$ cat config.mk
export PLATFORM = sky130hd
export DESIGN_NAME = free_list_allocator_coalescing_top
export DESIGN_NICKNAME = d
export VERILOG_FILES = /design/src/rtl/fla_pkg.sv /design/src/rtl/free_list_allocator_coalescing_top.sv
export SDC_FILE = /design/constraint.sdc
export NUM_CORES = 2
export LEC_CHECK = 0
export ABC_AREA = 1
export BUFFER_PORTS_ARGS = -buffer_cell sky130_fd_sc_hd__buf_2
export CORE_UTILIZATION = 25
export DETAILED_ROUTE_END_ITERATION = 7
export GPL_ROUTABILITY_DRIVEN = 0
export PLACE_DENSITY = 0.46
export SLEW_MARGIN = 15
export SYNTH_ARGS = -nofsm -noshare
export SYNTH_HDL_FRONTEND = slang
export SYNTH_SLANG_ARGS = --single-unit
$ cat constraint.sdc
create_clock -name i_clk -period 12.36 [get_ports i_clk]
set_input_delay 0.618 -clock i_clk [delete_from_list [all_inputs] [get_ports i_clk]]
set_output_delay 0.618 -clock i_clk [all_outputs]
set_load 0.01 [all_outputs]
$ cat src/rtl/fla_pkg.sv
`default_nettype none
package fla_pkg;

    localparam int ARENA_BYTES       = 65536;
    localparam int MAX_SEGMENTS      = 32;
    localparam int MAX_LIVE          = 32;
    localparam int DATA_HEADER_BYTES = 16;
    localparam int NODE_HEADER_BYTES = 16;

    localparam int ADDR_W   = 16;
    localparam int TOT_W    = 17;
    localparam int PAD_W    = 13;
    localparam int NEED_W   = 18;
    localparam int LG_W     = 4;
    localparam int LG_MAX   = 12;
    localparam int SEG_AW   = $clog2(MAX_SEGMENTS);
    localparam int LIVE_AW  = $clog2(MAX_LIVE);
    localparam int SEG_CW   = $clog2(MAX_SEGMENTS + 1);
    localparam int LIVE_CW  = $clog2(MAX_LIVE + 1);
    localparam int IDX_W    = (SEG_CW > LIVE_CW) ? SEG_CW : LIVE_CW;

    localparam logic KIND_ALLOC = 1'b0;
    localparam logic KIND_FREE  = 1'b1;

    localparam logic [2:0] REG_FIT_MODE = 3'd0;

    typedef enum logic [1:0] {
        STS_OK      = 2'd0,
        STS_NOFIT   = 2'd1,
        STS_UNKNOWN = 2'd2,
        STS_FULL    = 2'd3
    } t_status;

    typedef enum logic [3:0] {
        S_INIT,
        S_IDLE,
        S_A_RD,
        S_A_EV,
        S_A_SLOT,
        S_F_RD,
        S_F_EV,
        S_P_RD,
        S_P_EV,
        S_MERGE,
        S_RM_RD,
        S_RM_WR,
        S_IN_RD,
        S_IN_WR,
        S_DONE
    } t_state;

    typedef struct packed {
        logic [ADDR_W-1:0] start;
        logic [TOT_W-1:0]  total;
    } t_seg;

    typedef struct packed {
        logic [ADDR_W-1:0] uaddr;
        logic [PAD_W-1:0]  pad;
        logic [ADDR_W-1:0] size;
    } t_live;

    // Smallest pad >= data header that aligns start + pad
    function automatic logic [PAD_W-1:0] pad_for(input logic [ADDR_W-1:0] s,
                                                 input logic [LG_W-1:0] lg);
        logic [LG_W-1:0] lg_c;
        logic [TOT_W-1:0] mask;
        logic [TOT_W-1:0] sum;
        logic [TOT_W-1:0] up;
        logic [TOT_W-1:0] pad;
        lg_c = (lg > LG_W'(LG_MAX)) ? LG_W'(LG_MAX) : lg;
        mask = (TOT_W'(1) << lg_c) - TOT_W'(1);
        sum  = {1'b0, s} + TOT_W'(DATA_HEADER_BYTES) + mask;
        up   = sum & ~mask;
        pad  = up - {1'b0, s};
        return pad[PAD_W-1:0];
    endfunction

endpackage
`default_nettype wire

$ cat src/rtl/free_list_allocator_coalescing_top.sv
// Free-list allocator with address-ordered segment table and coalescing.
// Input channel (i_s_*): one word per request, kind in tuser (0 allocate,
// 1 free). Output channel (o_m_*): one word per request, user address in
// tdata, status in tuser. Configuration: APB, register 0 bit 0 = fit mode.
// Segment table and live table sit in synchronous memories with one write
// port and one read port; each entry visited is read, then evaluated.
// Allocate: scan the segments (first fit stops at the hit, best fit scans
// all), pick a slot, then shift entries down when a segment is used up.
// Free: scan the valid live entries up to the match, skipping empty ones,
// then the segments up to the insert point, then shift entries on insert
// or on a merge with both neighbours.
// One request is in flight at a time; a new word is taken as soon as the
// previous result sits in the output register, even if not yet taken.
// Reset: the init state writes the whole arena as the single free segment,
// tready low meanwhile. A stalled output holds the word and the block
// waits in its final state before writing the next result.
`default_nettype none
module free_list_allocator_coalescing_top
    import fla_pkg::*;
(
    input  wire logic        i_clk,
    input  wire logic        i_rst_n,
    input  wire logic        i_s_tvalid,
    output logic             o_s_tready,
    input  wire logic [39:0] i_s_tdata,  // req_size[15:0], align_log2[19:16], user_address[35:20]
    input  wire logic        i_s_tuser,  // kind[0]
    output logic             o_m_tvalid,
    input  wire logic        i_m_tready,
    output logic [15:0]      o_m_tdata,  // result_address[15:0]
    output logic [1:0]       o_m_tuser,  // status[1:0]
    input  wire logic        psel,
    input  wire logic        penable,
    input  wire logic        pwrite,
    input  wire logic [2:0]  paddr,
    input  wire logic [31:0] pwdata,
    output logic [31:0]      prdata,
    output logic             pready
);

    t_state r_state, n_state;
    logic   r_fit;
    logic [SEG_CW-1:0] r_count, n_count;
    logic [IDX_W-1:0]  r_idx, n_idx;
    logic [SEG_CW-1:0] r_k, n_k;
    logic [ADDR_W-1:0] r_size, n_size;
    logic [LG_W-1:0]   r_lg, n_lg;
    logic [ADDR_W-1:0] r_ua, n_ua;
    logic              r_found, n_found;
    logic [SEG_AW-1:0] r_best_idx, n_best_idx;
    logic [TOT_W-1:0]  r_best_tot, n_best_tot;
    logic [PAD_W-1:0]  r_best_pad, n_best_pad;
    logic [ADDR_W-1:0] r_best_start, n_best_start;
    logic [LIVE_AW-1:0] r_slot, n_slot;
    logic [ADDR_W-1:0] r_bs, n_bs;
    logic [TOT_W-1:0]  r_bt, n_bt;
    t_seg              r_prev, n_prev;
    t_seg              r_next, n_next;
    logic              r_has_next, n_has_next;
    logic [MAX_LIVE-1:0] r_valid, n_valid;
    logic [ADDR_W-1:0] r_res_addr, n_res_addr;
    t_status           r_res_sts, n_res_sts;
    logic              r_ovalid, n_ovalid;
    logic [ADDR_W-1:0] r_oaddr, n_oaddr;
    t_status           r_osts, n_osts;

    // Segment memory
    t_seg              r_seg_mem [MAX_SEGMENTS];
    t_seg              r_seg_q;
    logic              seg_we;
    logic [SEG_AW-1:0] seg_waddr, seg_raddr;
    t_seg              seg_wdata;

    // Live-allocation memory
    t_live              r_live_mem [MAX_LIVE];
    t_live              r_live_q;
    logic               live_we;
    logic [LIVE_AW-1:0] live_raddr;
    t_live              live_wdata;

    logic              cfg_wr;
    logic              out_free;
    logic [PAD_W-1:0]  ev_pad;
    logic [NEED_W-1:0] ev_need, ev_tot, sl_need;
    logic              ev_fits;
    logic              have_slot;
    logic [LIVE_AW-1:0] free_slot;
    logic              mprev, mnext;
    logic [SEG_AW-1:0] pos;

    // Configuration port
    assign pready = 1'b1;
    assign cfg_wr = psel && penable && pwrite && pready;
    assign prdata = (paddr == REG_FIT_MODE) ? {31'b0, r_fit} : 32'b0;

    always_ff @(posedge i_clk) begin
        if (!i_rst_n) begin
            r_fit <= 1'b0;
        end else if (cfg_wr && (paddr[2] == REG_FIT_MODE[2])) begin
            r_fit <= pwdata[0];
        end
    end

    // Memories: one write and one registered read per cycle
    always_ff @(posedge i_clk) begin
        if (seg_we) begin
            r_seg_mem[seg_waddr] <= seg_wdata;
        end
        r_seg_q <= r_seg_mem[seg_raddr];
    end

    always_ff @(posedge i_clk) begin
        if (live_we) begin
            r_live_mem[free_slot] <= live_wdata;
        end
        r_live_q <= r_live_mem[live_raddr];
    end

    // Fit check on the segment just read
    always_comb begin
        ev_pad  = pad_for(r_seg_q.start, r_lg);
        ev_need = NEED_W'(r_size) + NEED_W'(ev_pad) + NEED_W'(DATA_HEADER_BYTES);
        ev_tot  = NEED_W'(r_seg_q.total);
        ev_fits = (ev_tot == ev_need) ||
                  ((ev_tot > ev_need) && ((ev_tot - ev_need) >= NEED_W'(NODE_HEADER_BYTES)));
        sl_need = NEED_W'(r_size) + NEED_W'(r_best_pad) + NEED_W'(DATA_HEADER_BYTES);
    end

    // Lowest free live slot
    always_comb begin
        have_slot = 1'b0;
        free_slot = '0;
        for (int i = MAX_LIVE - 1; i >= 0; i--) begin
            if (!r_valid[i]) begin
                have_slot = 1'b1;
                free_slot = LIVE_AW'(i);
            end
        end
    end

    // Neighbor touch tests for a free
    assign pos   = r_idx[SEG_AW-1:0];
    assign mprev = (r_idx != '0) &&
                   ((NEED_W'(r_prev.start) + NEED_W'(r_prev.total)) == NEED_W'(r_bs));
    assign mnext = r_has_next && ((TOT_W'(r_bs) + r_bt) == TOT_W'(r_next.start));

    assign out_free   = !r_ovalid || i_m_tready;
    assign o_s_tready = (r_state == S_IDLE);
    assign o_m_tvalid = r_ovalid;
    assign o_m_tdata  = r_oaddr;
    assign o_m_tuser  = r_osts;

    // Control state
    always_ff @(posedge i_clk) begin
        if (!i_rst_n) begin
            r_state  <= S_INIT;
            r_count  <= SEG_CW'(1);
            r_valid  <= '0;
            r_ovalid <= 1'b0;
        end else begin
            r_state  <= n_state;
            r_count  <= n_count;
            r_valid  <= n_valid;
            r_ovalid <= n_ovalid;
        end
    end

    // Working registers
    always_ff @(posedge i_clk) begin
        r_idx        <= n_idx;
        r_k          <= n_k;
        r_size       <= n_size;
        r_lg         <= n_lg;
        r_ua         <= n_ua;
        r_found      <= n_found;
        r_best_idx   <= n_best_idx;
        r_best_tot   <= n_best_tot;
        r_best_pad   <= n_best_pad;
        r_best_start <= n_best_start;
        r_slot       <= n_slot;
        r_bs         <= n_bs;
        r_bt         <= n_bt;
        r_prev       <= n_prev;
        r_next       <= n_next;
        r_has_next   <= n_has_next;
        r_res_addr   <= n_res_addr;
        r_res_sts    <= n_res_sts;
        r_oaddr      <= n_oaddr;
        r_osts       <= n_osts;
    end

    // Sequencer
    always_comb begin
        n_state      = r_state;
        n_count      = r_count;
        n_idx        = r_idx;
        n_k          = r_k;
        n_size       = r_size;
        n_lg         = r_lg;
        n_ua         = r_ua;
        n_found      = r_found;
        n_best_idx   = r_best_idx;
        n_best_tot   = r_best_tot;
        n_best_pad   = r_best_pad;
        n_best_start = r_best_start;
        n_slot       = r_slot;
        n_bs         = r_bs;
        n_bt         = r_bt;
        n_prev       = r_prev;
        n_next       = r_next;
        n_has_next   = r_has_next;
        n_valid      = r_valid;
        n_res_addr   = r_res_addr;
        n_res_sts    = r_res_sts;
        n_ovalid     = r_ovalid;
        n_oaddr      = r_oaddr;
        n_osts       = r_osts;
        seg_we       = 1'b0;
        seg_waddr    = '0;
        seg_wdata    = '0;
        seg_raddr    = '0;
        live_we      = 1'b0;
        live_raddr   = '0;
        live_wdata   = '0;

        // Drop the output word once taken
        if (r_ovalid && i_m_tready) begin
            n_ovalid = 1'b0;
        end

        unique case (r_state)
            S_INIT: begin
                seg_we    = 1'b1;
                seg_waddr = '0;
                seg_wdata = '{start: '0, total: TOT_W'(ARENA_BYTES)};
                n_state   = S_IDLE;
            end
            S_IDLE: begin
                if (i_s_tvalid) begin
                    n_size     = i_s_tdata[15:0];
                    n_lg       = i_s_tdata[19:16];
                    n_ua       = i_s_tdata[35:20];
                    n_idx      = '0;
                    n_found    = 1'b0;
                    n_res_addr = '0;
                    n_state    = (i_s_tuser == KIND_ALLOC) ? S_A_RD : S_F_RD;
                end
            end
            S_A_RD: begin
                seg_raddr = r_idx[SEG_AW-1:0];
                if (r_idx >= IDX_W'(r_count)) begin
                    if (r_found) begin
                        n_state = S_A_SLOT;
                    end else begin
                        n_res_sts = STS_NOFIT;
                        n_state   = S_DONE;
                    end
                end else begin
                    n_state = S_A_EV;
                end
            end
            S_A_EV: begin
                n_state = S_A_RD;
                n_idx   = r_idx + IDX_W'(1);
                if (ev_fits && (!r_found || (r_fit && (r_seg_q.total < r_best_tot)))) begin
                    n_found      = 1'b1;
                    n_best_idx   = r_idx[SEG_AW-1:0];
                    n_best_tot   = r_seg_q.total;
                    n_best_pad   = ev_pad;
                    n_best_start = r_seg_q.start;
                end
                if (ev_fits && !r_fit) begin
                    n_state = S_A_SLOT;
                end
            end
            S_A_SLOT: begin
                if (!have_slot) begin
                    n_res_sts = STS_FULL;
                    n_state   = S_DONE;
                end else begin
                    n_slot              = free_slot;
                    n_valid[free_slot]  = 1'b1;
                    n_res_addr          = r_best_start + ADDR_W'(r_best_pad);
                    n_res_sts           = STS_OK;
                    if (NEED_W'(r_best_tot) == sl_need) begin
                        n_k     = SEG_CW'(r_best_idx);
                        n_state = S_RM_RD;
                    end else begin
                        seg_we          = 1'b1;
                        seg_waddr       = r_best_idx;
                        seg_wdata.start = r_best_start + sl_need[ADDR_W-1:0];
                        seg_wdata.total = r_best_tot - sl_need[TOT_W-1:0];
                        n_state         = S_DONE;
                    end
                end
            end
            S_F_RD: begin
                live_raddr = r_idx[LIVE_AW-1:0];
                if (r_idx >= IDX_W'(MAX_LIVE)) begin
                    n_res_sts = STS_UNKNOWN;
                    n_state   = S_DONE;
                end else if (!r_valid[r_idx[LIVE_AW-1:0]]) begin
                    n_idx = r_idx + IDX_W'(1);
                end else begin
                    n_state = S_F_EV;
                end
            end
            S_F_EV: begin
                if (r_live_q.uaddr == r_ua) begin
                    n_slot  = r_idx[LIVE_AW-1:0];
                    n_bs    = r_ua - ADDR_W'(DATA_HEADER_BYTES) - ADDR_W'(r_live_q.pad);
                    n_bt    = TOT_W'(r_live_q.pad) + TOT_W'(DATA_HEADER_BYTES) +
                              TOT_W'(r_live_q.size);
                    n_idx   = '0;
                    n_state = S_P_RD;
                end else begin
                    n_idx   = r_idx + IDX_W'(1);
                    n_state = S_F_RD;
                end
            end
            S_P_RD: begin
                seg_raddr = r_idx[SEG_AW-1:0];
                if (r_idx >= IDX_W'(r_count)) begin
                    n_has_next = 1'b0;
                    n_state    = S_MERGE;
                end else begin
                    n_state = S_P_EV;
                end
            end
            S_P_EV: begin
                if (r_seg_q.start <= r_bs) begin
                    n_prev  = r_seg_q;
                    n_idx   = r_idx + IDX_W'(1);
                    n_state = S_P_RD;
                end else begin
                    n_next     = r_seg_q;
                    n_has_next = 1'b1;
                    n_state    = S_MERGE;
                end
            end
            S_MERGE: begin
                n_res_sts = STS_OK;
                n_state   = S_DONE;
                if (mprev && mnext) begin
                    seg_we          = 1'b1;
                    seg_waddr       = pos - SEG_AW'(1);
                    seg_wdata.start = r_prev.start;
                    seg_wdata.total = r_prev.total + r_bt + r_next.total;
                    n_valid[r_slot] = 1'b0;
                    n_k             = SEG_CW'(r_idx);
                    n_state         = S_RM_RD;
                end else if (mprev) begin
                    seg_we          = 1'b1;
                    seg_waddr       = pos - SEG_AW'(1);
                    seg_wdata.start = r_prev.start;
                    seg_wdata.total = r_prev.total + r_bt;
                    n_valid[r_slot] = 1'b0;
                end else if (mnext) begin
                    seg_we          = 1'b1;
                    seg_waddr       = pos;
                    seg_wdata.start = r_bs;
                    seg_wdata.total = r_next.total + r_bt;
                    n_valid[r_slot] = 1'b0;
                end else if (r_count >= SEG_CW'(MAX_SEGMENTS)) begin
                    n_res_sts = STS_FULL;
                end else begin
                    n_valid[r_slot] = 1'b0;
                    n_k             = r_count;
                    n_state         = S_IN_RD;
                end
            end
            S_RM_RD: begin
                // Shift the tail down by one entry
                seg_raddr = SEG_AW'(r_k + SEG_CW'(1));
                if ((r_k + SEG_CW'(1)) < r_count) begin
                    n_state = S_RM_WR;
                end else begin
                    n_count = r_count - SEG_CW'(1);
                    n_state = S_DONE;
                end
            end
            S_RM_WR: begin
                seg_we    = 1'b1;
                seg_waddr = r_k[SEG_AW-1:0];
                seg_wdata = r_seg_q;
                n_k       = r_k + SEG_CW'(1);
                n_state   = S_RM_RD;
            end
            S_IN_RD: begin
                // Shift the tail up by one entry, then place the span
                seg_raddr = SEG_AW'(r_k - SEG_CW'(1));
                if (r_k > SEG_CW'(r_idx)) begin
                    n_state = S_IN_WR;
                end else begin
                    seg_we          = 1'b1;
                    seg_waddr       = pos;
                    seg_wdata.start = r_bs;
                    seg_wdata.total = r_bt;
                    n_count         = r_count + SEG_CW'(1);
                    n_state         = S_DONE;
                end
            end
            S_IN_WR: begin
                seg_we    = 1'b1;
                seg_waddr = r_k[SEG_AW-1:0];
                seg_wdata = r_seg_q;
                n_k       = r_k - SEG_CW'(1);
                n_state   = S_IN_RD;
            end
            S_DONE: begin
                if (out_free) begin
                    n_ovalid = 1'b1;
                    n_oaddr  = r_res_addr;
                    n_osts   = r_res_sts;
                    n_state  = S_IDLE;
                end
            end
            default: begin
                n_state = S_IDLE;
            end
        endcase

        live_wdata.uaddr = r_best_start + ADDR_W'(r_best_pad);
        live_wdata.pad   = r_best_pad;
        live_wdata.size  = r_size;
        if ((r_state == S_A_SLOT) && have_slot) begin
            live_we = 1'b1;
        end
    end

endmodule
`default_nettype wire

After elaboration in Yosys (flattened, before gate mapping)
Memory sizes are Yosys's and may differ from the RTL's. A register that Yosys moved wholly into a read port is not among the register bits. Cells that the tools add are included.

Bitwise operators: 7. $mul: 0. Divide/modulo/power cells: 0. Shifts and indexed selects: 1. Equal/unequal tests: 40. Magnitude comparators: 15. Mux-type cells: 166. Add/subtract/negate cells: 27. Reduce and logical (&&, ||, !) cells: 51.

Operators with widths (number): two-way mux 5 bit (41); two-way mux 33 bit (6); one-hot mux 33 bit (5 select lines) (1); two-way mux 32 bit (5); two-way mux 6 bit (13); one-hot mux 32 bit (2 select lines) (1); one-hot mux 4 bit (14 select lines) (1); two-way mux 1 bit (55); adder 17 bit (3); adder 17 x 5 -> 18 bit (second input constant) (2); equality test 17 x 18 -> 1 bit (2); adder 16 x 13 -> 17 bit (2); AND 32 bit (1); two-way mux 16 bit (2); two-way mux 4 bit (8); != test 2 bit (second input constant) (16); inverter 32 bit (1); OR 32 bit (1); one-hot mux 16 bit (2 select lines) (1); one-hot mux 6 bit (5 select lines) (1); equality test 4 bit (second input constant) (7); two-way mux 2 bit (13); one-hot mux 6 bit (4 select lines) (1); AND reduction 3 bit (7); 65 further kinds (116).

Register bits after elaboration: 285. Memory bits (read-only): 0. Memories kept: 2. Bits in writable memories: 2496. Bits in latches: 0.

Memories: r_live_mem (words 32, width 45, read ports 1, clocked after Yosys merged registers in 1, wr ports 1, RTL line free_list_allocator_coalescing_top.sv:74) `t_live r_live_mem [MAX_LIVE];`; r_seg_mem (words 32, width 33, read ports 1, clocked after Yosys merged registers in 1, wr ports 1, RTL line free_list_allocator_coalescing_top.sv:67) `t_seg r_seg_mem [MAX_SEGMENTS];`.

Longest topological paths before layout
Word-level depth: 39. Gate-level depth with buffers: 53. Mapped depth without buffers: 53.

Worst setup path before layout
No wires, ideal clock.

Path type: reg-to-reg. Start point: register r_lg[3]. End point: register r_best_idx[0] (enable). Setup time: 0.460 ns. Stages on the path, launching flop included: 45. Data required time: 11.900 ns. Data arrival time: 8.718 ns. Setup slack: 3.182 ns. Cell sequence: edfxtp_1 nor2_1 nand2_1 ha_1 inv_1 ha_1 ha_1 inv_1 fa_1 o21ai_0 a21oi_1 ha_1 inv_1 o31ai_1 a21oi_1 o21bai_1 a21oi_1 o21bai_1 (+9 left out) o21bai_1 xor2_1 ha_1 nand2_1 inv_1 a221oi_1 o21ai_1 nand3_1 nand2_1 nand2_1 nand2_1 nand3_1 nor2_1 nand3_1 nand2_1 nand2_1 nand2_1 nor2_1.

Cells in the longest elaborated chain, start to end: 15. Elaborated cells between the ends (all ways): 18. Those cells by class: 6 x add/sub; 3 x order compare; 1 x eq/ne; 1 x shift; 1 x mux; 2 x bitwise; 4 x reduce/logical.

RTL lines: from (decl) (RTL line free_list_allocator_coalescing_top.sv:46) `logic [LG_W-1:0] r_lg, n_lg;`; from (signal assigned) (RTL line free_list_allocator_coalescing_top.sv:172) `r_lg <= n_lg;`; > comparator 4 bit (RTL line fla_pkg.sv:71) `lg_c = (lg > LG_W'(LG_MAX)) ? LG_W'(LG_MAX) : lg;`; two-way mux 4 bit * (RTL line fla_pkg.sv:71); left shift 1 x 4 -> 13 bit * (RTL line fla_pkg.sv:72) `mask = (TOT_W'(1) << lg_c) - TOT_W'(1);`; subtractor 13 x 2 -> 13 bit * (RTL line fla_pkg.sv:72); adder 13 bit / inverter 13 bit (equally long branches) (RTL line fla_pkg.sv:73, fla_pkg.sv:74); AND 13 bit * (RTL line fla_pkg.sv:74) `up = sum & ~mask;`; subtractor 13 bit * (RTL line fla_pkg.sv:75) `pad = up - {1'b0, s};`; via ev_pad[8] (RTL line free_list_allocator_coalescing_top.sv:82) `logic [PAD_W-1:0] ev_pad;`; adder 16 x 13 -> 17 bit * (RTL line free_list_allocator_coalescing_top.sv:121) `ev_need = NEED_W'(r_size) + NEED_W'(ev_pad) + NEED_W'(DATA_HEADER_BYTES);`; adder 17 x 5 -> 18 bit * (RTL line free_list_allocator_coalescing_top.sv:121); subtractor 17 x 18 -> 18 bit (RTL line free_list_allocator_coalescing_top.sv:124) `((ev_tot > ev_need) && ((ev_tot - ev_need) >= NEED_W'(NODE_HEADER_BYTES)));`; greater-or-equal comparator 18 x 5 -> 1 bit (RTL line free_list_allocator_coalescing_top.sv:124); logical AND 1 bit (RTL line free_list_allocator_coalescing_top.sv:124); logical OR 1 bit * (RTL line free_list_allocator_coalescing_top.sv:123) `ev_fits = (ev_tot == ev_need) ||`; logical AND 1 bit * (RTL line free_list_allocator_coalescing_top.sv:264) `if (ev_fits && (!r_found || (r_fit && (r_seg_q.total < r_best_tot)))) begin`; AND reduction 2 bit (no source line) *; to (signal assigned) (RTL line free_list_allocator_coalescing_top.sv:175) `r_best_idx <= n_best_idx;`; to (decl) (RTL line free_list_allocator_coalescing_top.sv:49) `logic [SEG_AW-1:0] r_best_idx, n_best_idx;`.

Mark *: on every way through the listed nets, which the timed path passes. The rest lies on a longest branch. A chain may end at the register's enable or synchronous reset.

Worst setup path in the final report
Start point: register r_lg[2]. End point: register r_best_start[4] (enable).

Cells in the longest elaborated chain, start to end: 15. Elaborated cells between the ends (all ways): 18. Those cells by class: 6 x add/sub; 3 x order compare; 1 x eq/ne; 1 x shift; 1 x mux; 2 x bitwise; 4 x reduce/logical.

RTL lines: > comparator 4 bit (RTL line fla_pkg.sv:71); two-way mux 4 bit * (RTL line fla_pkg.sv:71); left shift 1 x 4 -> 13 bit * (RTL line fla_pkg.sv:72); subtractor 13 x 2 -> 13 bit * (RTL line fla_pkg.sv:72); adder 13 bit / inverter 13 bit (equally long branches) (RTL line fla_pkg.sv:73, fla_pkg.sv:74); AND 13 bit * (RTL line fla_pkg.sv:74); subtractor 13 bit * (RTL line fla_pkg.sv:75); via ev_pad[8] (RTL line free_list_allocator_coalescing_top.sv:82); adder 16 x 13 -> 17 bit * (RTL line free_list_allocator_coalescing_top.sv:121); adder 17 x 5 -> 18 bit * (RTL line free_list_allocator_coalescing_top.sv:121); subtractor 17 x 18 -> 18 bit (RTL line free_list_allocator_coalescing_top.sv:124); greater-or-equal comparator 18 x 5 -> 1 bit (RTL line free_list_allocator_coalescing_top.sv:124); logical AND 1 bit (RTL line free_list_allocator_coalescing_top.sv:124); logical OR 1 bit * (RTL line free_list_allocator_coalescing_top.sv:123); logical AND 1 bit * (RTL line free_list_allocator_coalescing_top.sv:264); AND reduction 2 bit (no source line) *; to (signal assigned) (RTL line free_list_allocator_coalescing_top.sv:178) `r_best_start <= n_best_start;`; to (decl) (RTL line free_list_allocator_coalescing_top.sv:52) `logic [ADDR_W-1:0] r_best_start, n_best_start;`.

Marks and branches as above.

==> reports/summary.txt <==
Inserted Clock Buffers -> 328
Comb power frac -> 33.2%
DIE WIDTH -> 704 um
First-pass DRT Iterations -> 6
WL/cell -> 24.2 um
Crit-path slowest cell -> buf_4
Final slew viol count -> 0
Reg clk slew, reported paths -> 60 ps
Cells after Synth -> 9841
Post_cts resized -> 0
Die Footprint -> 0.496 mm2
Achievable frequency -> 111 MHz
Most used DFF post-synth -> edfxtp_1
Worst setup slack after layout -> 3330 ps
I/O pins -> 136
Seq/Total Area, Yosys -> 68.7%
Rel. slew slack -> 19.4%
Crit start category -> flip-flop
CP endpoint kind -> flip-flop
Drt drc -> 0
Clk Latency, worst-skew pair -> 980 ps
Internal power -> 20600 uW
Post-synth ARST share -> 0%
Number of global-route vias before repair -> 77.7k
Final hold viol count -> 0
Via count -> 81.6k
Switching portion of total power -> 36.3%
CP most frequent cell -> nand2_1
Die height -> 704 um
Top post-synthesis cells by area -> edfxtp_1 67%, o21ai_0 3.9%, ha_1 3.4%
Post-synth top area share -> 66.7%
Number of synthesized flops with an enable pin -> 2737
Max incr delay on CP -> 610 ps
DP Area -> 0.132 mm2
CORE AREA -> 0.490 mm2
Vias per std cell -> 4.89
CTS Hold Bufs -> 38
Hpwl dp -> 232 mm
Non-Filler Instances -> 16.7k
PortBufs -> 68
Worst min path class -> input port to flip-flop
Starting DRT DRC Count -> 8167
Synthesized area -> 0.123 mm2
Crit path DAT -> 9550 ps
Final nets -> 10.4k
Crit path time final -> 9030 ps
Total chip power -> 32400 uW
VDD IR max -> 0.574 mV
Reg power frac -> 37.1%
Pwr Density -> 226 mW/mm2
Pre-CTS WS -> 3460 ps
Row Count -> 257
Dpl cells -> 16.1k
Max Root-Sink Buffers -> 4
Total gr overflow -> 0
# setup viols final -> 0
Leakage -> 0.0475 uW
Final Cell Area -> 0.143 mm2
Clock skew -> 90.2 ps
Sequential standard cell area -> 0.0846 mm2
Area Overhead vs Synth -> 16.3%
TritonCTS clock tree -> built
Clk sinks -> 2859
GRT Util Overall -> 15.6%
Antenna Nets Post-Route -> 0
Sw power -> 11800 uW
Clock group share of total power -> 29.7%
RSZ-0062 raised after global routing -> no
Area leader, netlist -> edfxtp_1
Filler cells -> 49.8k
Post-CTS Setup Bufs -> 0
CP max FO -> 51
Fin Setup TNS -> 0 ps
Drt total wl -> 404 mm
Status -> completed
Yosys warns -> 0
Max_cap viols -> 0
Synth cell types -> 75
Synthesized area per cell -> 12.5 um2
H-tree depth reported by CTS -> 5
Root Driver -> clkbuf_16
Worst slew pin tran -> 1210 ps
Antenna violations before repair -> 40
Crit path kind -> flip-flop to flip-flop
Multi-input logic area -> 0.0353 mm2
Layout cells sized above 1 -> 10.6%
Pin count of the biggest net entering global routing -> 161
Worst Path Required -> 12890 ps
First-pass GRT wire length -> 571 mm
Initial Util -> 25.1%
Final Cycle Share -> 73.0%
Yosys reg bits -> 2859
-- power by group through the flow --
stage | logic (uW) | clock network, uW | registers [uW]
floorplan | 7080 | 0 | 12100
global placement | 10800 | 0 | 12200
detailed placement | 10800 | 0 | 12200
CTS | 10800 | 9830 | 12000
global route | 11900 | 10200 | 12000
finish | 10800 | 9630 | 12000
-- metal layers --
layer | wire length [um] | track usage [%]
met5 | 13 | 0
met4 | 12200 | 4.69
met3 | 25900 | 2.45
met2 | 181000 | 24.5
met1 | 185000 | 22.2
-- synthesized netlist by cell type (all sizes together), types with 19 or more instances --
cell,instances
a21oi,612
a31oi,88
a32oi,179
buf,98
clkbuf,527
dfxtp,122
edfxtp,2737
ha,337
inv,485
mux2,94
nand2,1116
nand3,184
nand4,57
nor2,911
nor3,40
nor4,29
o2111ai,19
o211ai,114
o21ai,989
o21bai,40
o221ai,179
o22ai,518
xnor2,65
xor2,171
-- state kept, by name (all words and copies together), names as in the netlist, 17 cells and up --
name / count
r_prev: 33
ev_tot: 17
r_seg_mem: 1056
r_bt: 17
r_valid: 32
r_live_mem: 1440
r_next: 33
r_best_tot: 17
r_live_q: 45
-- cells by family (layout without fill, tap and decap cells) --
group / after synthesis / count (layout) / synth area share, %
DFF: 2859 / 2859 / 68.7
xor gates and xnor gates: 237 / 237 / 1.70
muxes: 94 / 94 / 0.859
buffers and inverters: 1114 / 1460 / 3.54
AOI/OAI and AO/OA: 2810 / 2810 / 13.7
and+or+nand+nor: 2373 / 2373 / 7.82
other: 2 / 33 / 0.00609
adders and majority gates: 352 / 352 / 3.66
-- worst max-delay path: cells and delay by family, from the launching register on --
| family | cells | cell delay (ps) |
|---|---|---|
| buffers and inverters | 6 | 960 |
| AND/OR/NAND/NOR | 15 | 1560 |
| XOR/XNOR | 2 | 320 |
| AO/OA/AOI/OAI | 14 | 2770 |
| adder cells (fa/ha/maj) | 8 | 2430 |
| flip-flops | 1 | 480 |
-- cell type report --
type | count | share of cell area [%]
Clock buffer | 430 | 6.16
Inverter | 489 | 1.31
Antenna cell | 1 | 0.00175
Timing Repair Buffer | 372 | 2.02
Tap cell | 6475 | 5.65
Clock inverter | 169 | 1.18
Sequential cell | 2859 | 59.1
Multi-Input combinational cell | 5898 | 24.6
-- cells in the final DEF, fill, tap and decap left out, types with 62 or more instances in the layout --
cell,count
buf_4,251
xnor2_1,65
o221ai_1,175
edfxtp_1,2737
o211ai_1,113
dfxtp_1,122
clkbuf_1,81
o22ai_1,518
clkbuf_16,330
xor2_1,158
a31oi_1,87
nor2_1,845
o21ai_0,966
mux2_2,94
nor2_4,62
buf_2,68
nand3_1,180
a21oi_1,609
a32oi_1,179
ha_1,337
nand2_1,1099
inv_1,466
-- per-stage QoR --
step	utilization [%]	hold slack [ps]
after floorplan	-	400
after global placement	27.0	407
after detailed placement	27.0	406
after CTS	29.2	84.5
after global routing	29.2	165
final	29.2	137
-- final timing paths --
check / slack (ps) / startpoint / cells after the start / endpoint
setup / recovery: 3330 / r_lg[2] / 45 / r_best_start[4]
hold / removal: 140 / i_m_tready / 4 / o_m_tvalid
setup reg to reg: 3330 / r_lg[2] / 45 / r_best_start[4]
hold reg to reg: 420 / r_res_addr[15] / 0 / o_m_tdata[15]
(Power assumes the default switching activity.)
